===== config.mk =====
export PLATFORM = sky130hd
export DESIGN_NAME = pidc_ctrl
export DESIGN_NICKNAME = d
export VERILOG_FILES = /design/src/hdl/pidc_pkg.sv /design/src/hdl/pidc_ctrl.sv
export SDC_FILE = /design/constraint.sdc
export NUM_CORES = 1
export LEC_CHECK = 0
export BUFFER_PORTS_ARGS = -buffer_cell sky130_fd_sc_hd__buf_2
export CAP_MARGIN = 20
export CORE_MARGIN = 2
export CORE_UTILIZATION = 38
export CTS_BUF_LIST = sky130_fd_sc_hd__clkbuf_16
export CTS_CLUSTER_DIAMETER = 100
export CTS_CLUSTER_SIZE = 24
export DETAILED_ROUTE_END_ITERATION = 12
export PLACE_DENSITY_LB_ADDON = 0.12
export SLEW_MARGIN = 40
export SYNTH_ARGS = -nofsm -noshare
export SYNTH_HDL_FRONTEND = slang
export SYNTH_SLANG_ARGS = --single-unit
export TNS_END_PERCENT = 20

===== constraint.sdc =====
create_clock -name clk -period 3.48 [get_ports clk]
set_clock_uncertainty 0.15 [all_clocks]
set_input_delay 0.522 -clock clk [delete_from_list [all_inputs] [get_ports clk]]
set_output_delay 0.522 -clock clk [all_outputs]
set_load 0.02 [all_outputs]

===== src/hdl/pidc_pkg.sv =====
// ----------------------------------------------------------------------------
// pidc_pkg: shared types and constants of the clamped-term PID corrector
// Command and status bundles between controller and datapath, register
// indexes and sizing of the reciprocal divide by the sample rate.
// ----------------------------------------------------------------------------
`default_nettype none

package pidc_pkg;

  localparam int RATE_W    = 16;
  localparam int DIV_W     = 48;
  localparam int HALF_W    = DIV_W / 2;
  localparam int ACC_W     = 2 * DIV_W + RATE_W + 1;
  localparam int MAC_STEPS = 4;
  localparam int STEP_W    = 2;
  localparam int CFG_W     = 31;
  localparam int IDX_W     = 3;

  localparam logic [IDX_W-1:0] REG_KP_GAIN = 3'd0;
  localparam logic [IDX_W-1:0] REG_KI_GAIN = 3'd1;
  localparam logic [IDX_W-1:0] REG_KD_GAIN = 3'd2;
  localparam logic [IDX_W-1:0] REG_P_LIMIT = 3'd3;
  localparam logic [IDX_W-1:0] REG_I_LIMIT = 3'd4;
  localparam logic [IDX_W-1:0] REG_D_LIMIT = 3'd5;

  typedef enum logic [2:0] {
    MUL_NONE = 3'd0,
    MUL_P    = 3'd1,
    MUL_I    = 3'd2,
    MUL_DA   = 3'd3,
    MUL_DL   = 3'd4,
    MUL_DH   = 3'd5
  } mul_sel_t;

  typedef struct packed {
    logic     load_in;
    mul_sel_t mul_sel;
    logic     take_p;
    logic     div_start;
    logic     take_a;
    logic     take_dlo;
    logic     take_d;
    logic     take_i;
    logic     load_out;
  } cmd_t;

  typedef struct packed {
    logic div_done;
    logic out_free;
  } status_t;

endpackage

`default_nettype wire


===== src/hdl/pidc_ctrl.sv =====
// ----------------------------------------------------------------------------
// pidc_ctrl: sequencer of the clamped-term PID corrector
// Steps the shared multiplier through the P, I and D products, waits for
// the divider, updates the integral and loads the output register once it is free.
// ----------------------------------------------------------------------------
`default_nettype none

module pidc_ctrl import pidc_pkg::*; (
  input  wire logic    clk,
  input  wire logic    rst,
  input  wire logic    in_valid,
  output logic         in_stall,
  input  wire status_t status,
  output cmd_t         cmd
);

  typedef enum logic [8:0] {
    ST_IDLE     = 9'b000000001,
    ST_MUL_P    = 9'b000000010,
    ST_MUL_I    = 9'b000000100,
    ST_MUL_DA   = 9'b000001000,
    ST_MUL_DL   = 9'b000010000,
    ST_MUL_DH   = 9'b000100000,
    ST_D_FIN    = 9'b001000000,
    ST_DIV_WAIT = 9'b010000000,
    ST_SUM      = 9'b100000000
  } state_t;

  state_t state, state_next;
  logic   take_i_state;

  always_ff @(posedge clk) begin
    if (rst) begin
      state        <= ST_IDLE;
      take_i_state <= 1'b0;
    end else begin
      state        <= state_next;
      take_i_state <= (state == ST_DIV_WAIT) && status.div_done;
    end
  end

  assign in_stall = (state != ST_IDLE);

  always_comb begin
    state_next = state;
    cmd        = '0;
    unique case (state)
      ST_IDLE: begin
        cmd.load_in = in_valid;
        if (in_valid) begin
          state_next = ST_MUL_P;
        end
      end
      ST_MUL_P: begin
        cmd.mul_sel = MUL_P;
        state_next  = ST_MUL_I;
      end
      ST_MUL_I: begin
        cmd.mul_sel = MUL_I;
        cmd.take_p  = 1'b1;
        state_next  = ST_MUL_DA;
      end
      ST_MUL_DA: begin
        cmd.mul_sel   = MUL_DA;
        cmd.div_start = 1'b1;
        state_next    = ST_MUL_DL;
      end
      ST_MUL_DL: begin
        cmd.mul_sel = MUL_DL;
        cmd.take_a  = 1'b1;
        state_next  = ST_MUL_DH;
      end
      ST_MUL_DH: begin
        cmd.mul_sel  = MUL_DH;
        cmd.take_dlo = 1'b1;
        state_next   = ST_D_FIN;
      end
      ST_D_FIN: begin
        cmd.take_d = 1'b1;
        state_next = ST_DIV_WAIT;
      end
      ST_DIV_WAIT: begin
        cmd.take_i = status.div_done;
        if (status.div_done) begin
          state_next = ST_SUM;
        end
      end
      ST_SUM: begin
        cmd.load_out = status.out_free;
        if (status.out_free) begin
          state_next = ST_IDLE;
        end
      end
      default: begin
        state_next = ST_IDLE;
      end
    endcase
  end

  a_idle_div: assert property (@(posedge clk) disable iff (rst)
    (state == ST_IDLE) |-> status.div_done)
    else $error("divider busy while idle");

  a_sum_after_i: assert property (@(posedge clk) disable iff (rst)
    (state == ST_SUM) && $past(state == ST_DIV_WAIT) |-> take_i_state)
    else $error("sum reached without integral update");

  a_sum_hold: assert property (@(posedge clk) disable iff (rst)
    (state == ST_SUM) && !status.out_free |=> state == ST_SUM)
    else $error("result dropped while output blocked");

endmodule

`default_nettype wire

==> run_results.csv <==
group,metric,value,unit
outcome,status,"finished clean",
power,ir_drop,0.000261,V
synthesis,yosys.area_share.adder,0,%
synthesis,synthMuxAreaShare,1.83,%
route,wl,1.26,mm
final_layout,fill_cells,137,
sta,finalMaxSlewViolations,0,
power,leakagePower,0.312,nW
synthesis,ys_types,31,
clocking,cts-hold-fix-buffers,0,
grt,grt_start_max_net_pins,13,
clocking,post-cts-setup-buffers,0,
clocking,htreeDepth,1,
final_layout,largest_register_ffs,9,
die,die_h,42.0,um
grt,gr-usage-all-layers,16.4,%
place,placement.io_buffers,16,
die,dieArea,1760,sq um
synthesis,synthFlopType,"dfxtp_1",
final_layout,reg_top3,"state (9)",
clocking,cts_tree,"yes",
synthesis,syn_nets,72,
final_layout,drive_gt1_share,27.2,%
power,clock_power_share,55.7,%
route,routed.top_layer,"met4",
setup_path,cp.arrival,1.96,ns
final_layout,largest_register,"state",
setup_path,cp.required,2.81,ns
synthesis,syn_area_per_cell,8.18,sq um
synthesis,synth_xor_area_share,6.39,%
power,switchingPower,0.0876,mW
synthesis,synth_edf_count,0,
clocking,cts_buffers,3,
die,die_w,42.0,um
synthesis,synth_most_common_cell,"dfxtp_1",
sta,tns,0,ns
synthesis,synth_common_cells,"9 x dfxtp_1, 8 x nor2_1, 8 x nor3_1",
final_layout,areaGrowthSynthToFinish,25.8,%
sta,rsz0062_at_grt,"false",
sta,finalSetupViolCount,0,
synthesis,synth_top_area_cell,"dfxtp_1",
route,met2_length,586,um
synthesis,seq_area_frac_synth,32.9,%
sta,fmax,0.380,GHz
setup_path,crit_type,"flop to output port",
sta,setup_slack,0.846,ns
setup_path,cp-end-kind,"output port",
synthesis,yosysWarningCount,0,
grt,grt_pass1_wl,2.19,mm
power,combPwrFrac,13.3,%
synthesis,async_reset_ff_share,0,%
die,core-area,1320,sq um
place,place_congestion,0.756,
run,cap_violations,0,
synthesis,synthTopCellsByArea,"dfxtp_1 33%, nor3_1 7.3%, nor2_1 5.5%",
final_layout,finalCoreUtilization,52.3,%
die,ios,17,
power,p_per_area,529,nW/um^2
route,post_drt_wl_per_cell,13.1,um
final_layout,n_antenna_cell,0,
sta,period_minus_slack,2.63,ns
clocking,cts-root-buf,"clkbuf_16",
clocking,post_cts_resized,0,
grt,antenna_found_initial,0,
route,drt-pass1-iter-count,4,
route,wl_met3,74,um
synthesis,synth_compound_area_share,8.90,%
synthesis,synth_top_cell_area_share,32.9,%
power,netSwitchingFraction,24.0,%
route,drc,0,
die,initial_core_util,41.6,%
setup_path,crit_fanout,5,
sta,relSlewSlack,71.9,%
synthesis,syn_inst,67,
clocking,clk_pin_slew,0.04,ns
power,pwr-share-seq,31.0,%
hold_path,min_path_type,"flop to flop",
place,dp_cells,92,
clocking,clock_latency,0.24,ns
place,pre_cts_slack,1.12,ns
synthesis,syn_area,548,sq um
grt,grt_pass1_vias,490,
route,wl_met1,561,um
route,vias_per_cell,5.57,
final_layout,final_cells,96,
final_layout,nNetsFinal,87,
grt,overflow,0,
die,num_rows,13,
setup_path,critPathLaunchType,"flop",
clocking,cts_sinks,9,
place,place_hpwl,907,um
route,antenna_left,0,
power,power.internal,0.277,mW
sta,period_share,75.7,%
synthesis,synthSimpleGateAreaFrac,42.0,%
synthesis,ys_ff_latch,9,
route,via_count,535,
clocking,clock_path_buffers,2,
sta,worst_pin_slew,0.416,ns
sta,hold_violations,0,
route,drt_iter0_drc,5,
synthesis,synth_top_family_by_area,"simple AND/OR/NAND/NOR gates",
power groups by stage:
stage / clock, mW / sequential [mW] / combinational [mW]
final: 0.203 / 0.113 / 0.0486
after global routing: 0.213 / 0.113 / 0.0537
after CTS: 0.205 / 0.113 / 0.0490
after detailed placement: 0 / 0.115 / 0.0483
after global placement: 0 / 0.114 / 0.0489
after floorplan: 0 / 0.111 / 0.0415
final timing paths:
path | start | end | slack [ns] | cells after the start
hold / removal | state[5]$_SDFFE_PP0P_ | state[7]$_SDFFE_PP0P_ | 0.39 | 1
setup / recovery | state[8]$_SDFFE_PP0P_ | cmd[6] | 0.85 | 5
hold reg to reg | state[5]$_SDFFE_PP0P_ | state[7]$_SDFFE_PP0P_ | 0.39 | 1
setup reg to reg | state[1]$_SDFFE_PP0P_ | state[0]$_SDFFE_PP1P_ | 1.53 | 4
critical path, cell delays in order (launching register included):
cell and delay [ns]:
dfxtp_1 0.33, or3_1 0.44, nand2b_1 0.20, or3b_2 0.49, nor2_1 0.09, buf_2 0.17
layer usage:
layer  track usage [%]  vias to the layer above
met5                 0                        -
met4              11.6                        0
met3              3.88                        5
met2              25.0                       19
met1              20.0                      241
li1                  -                      270
metrics by stage:
stage | area [sq um] | total power, mW | hold WS [ns]
finish | 689 | 0.364 | 0.393
global route | 689 | 0.380 | 0.432
CTS | 689 | 0.367 | 0.383
detailed placement | 611 | 0.163 | 0.379
global placement | 611 | 0.163 | 0.400
floorplan | 548 | 0.152 | 0.332
kinds of logic after synthesis:
logic type | Yosys count
buffers and inverters | 8
xor gates and xnor gates | 4
muxes | 1
and+or+nand+nor | 38
DFF | 9
AOI/OAI and AO/OA | 7
cells in the final DEF (no fill, tap or decap):
| master | count |
|---|---|
| a21o_1 | 1 |
| a41o_1 | 1 |
| and3_1 | 2 |
| and4b_1 | 1 |
| buf_2 | 16 |
| clkbuf_16 | 3 |
| dfxtp_1 | 9 |
| inv_1 | 3 |
| mux2i_1 | 1 |
| nand2b_1 | 3 |
| nand4_1 | 2 |
| nor2_1 | 8 |
| nor2b_1 | 1 |
| nor3_1 | 8 |
| nor3b_1 | 3 |
| nor4_1 | 2 |
| nor4b_1 | 3 |
| o211ai_1 | 1 |
| o21ai_0 | 2 |
| o21bai_1 | 1 |
| o22ai_1 | 1 |
| or2_2 | 1 |
| or3_1 | 2 |
| or3_4 | 1 |
| or3b_2 | 1 |
| xnor2_1 | 2 |
| xor2_1 | 2 |
area by class of cell:
cell class / instances / area, sq um / area share (%)
inverters: 2 / 7.51 / 1.09
clock inverters: 1 / 3.75 / 0.544
well taps: 15 / 18.8 / 2.72
clock buffers: 3 / 75.1 / 10.9
repair buffers: 16 / 80.1 / 11.6
flip-flops and latches: 9 / 180 / 26.1
multi-input cells: 50 / 324 / 47.0
Power figures use the tool's default switching activity.
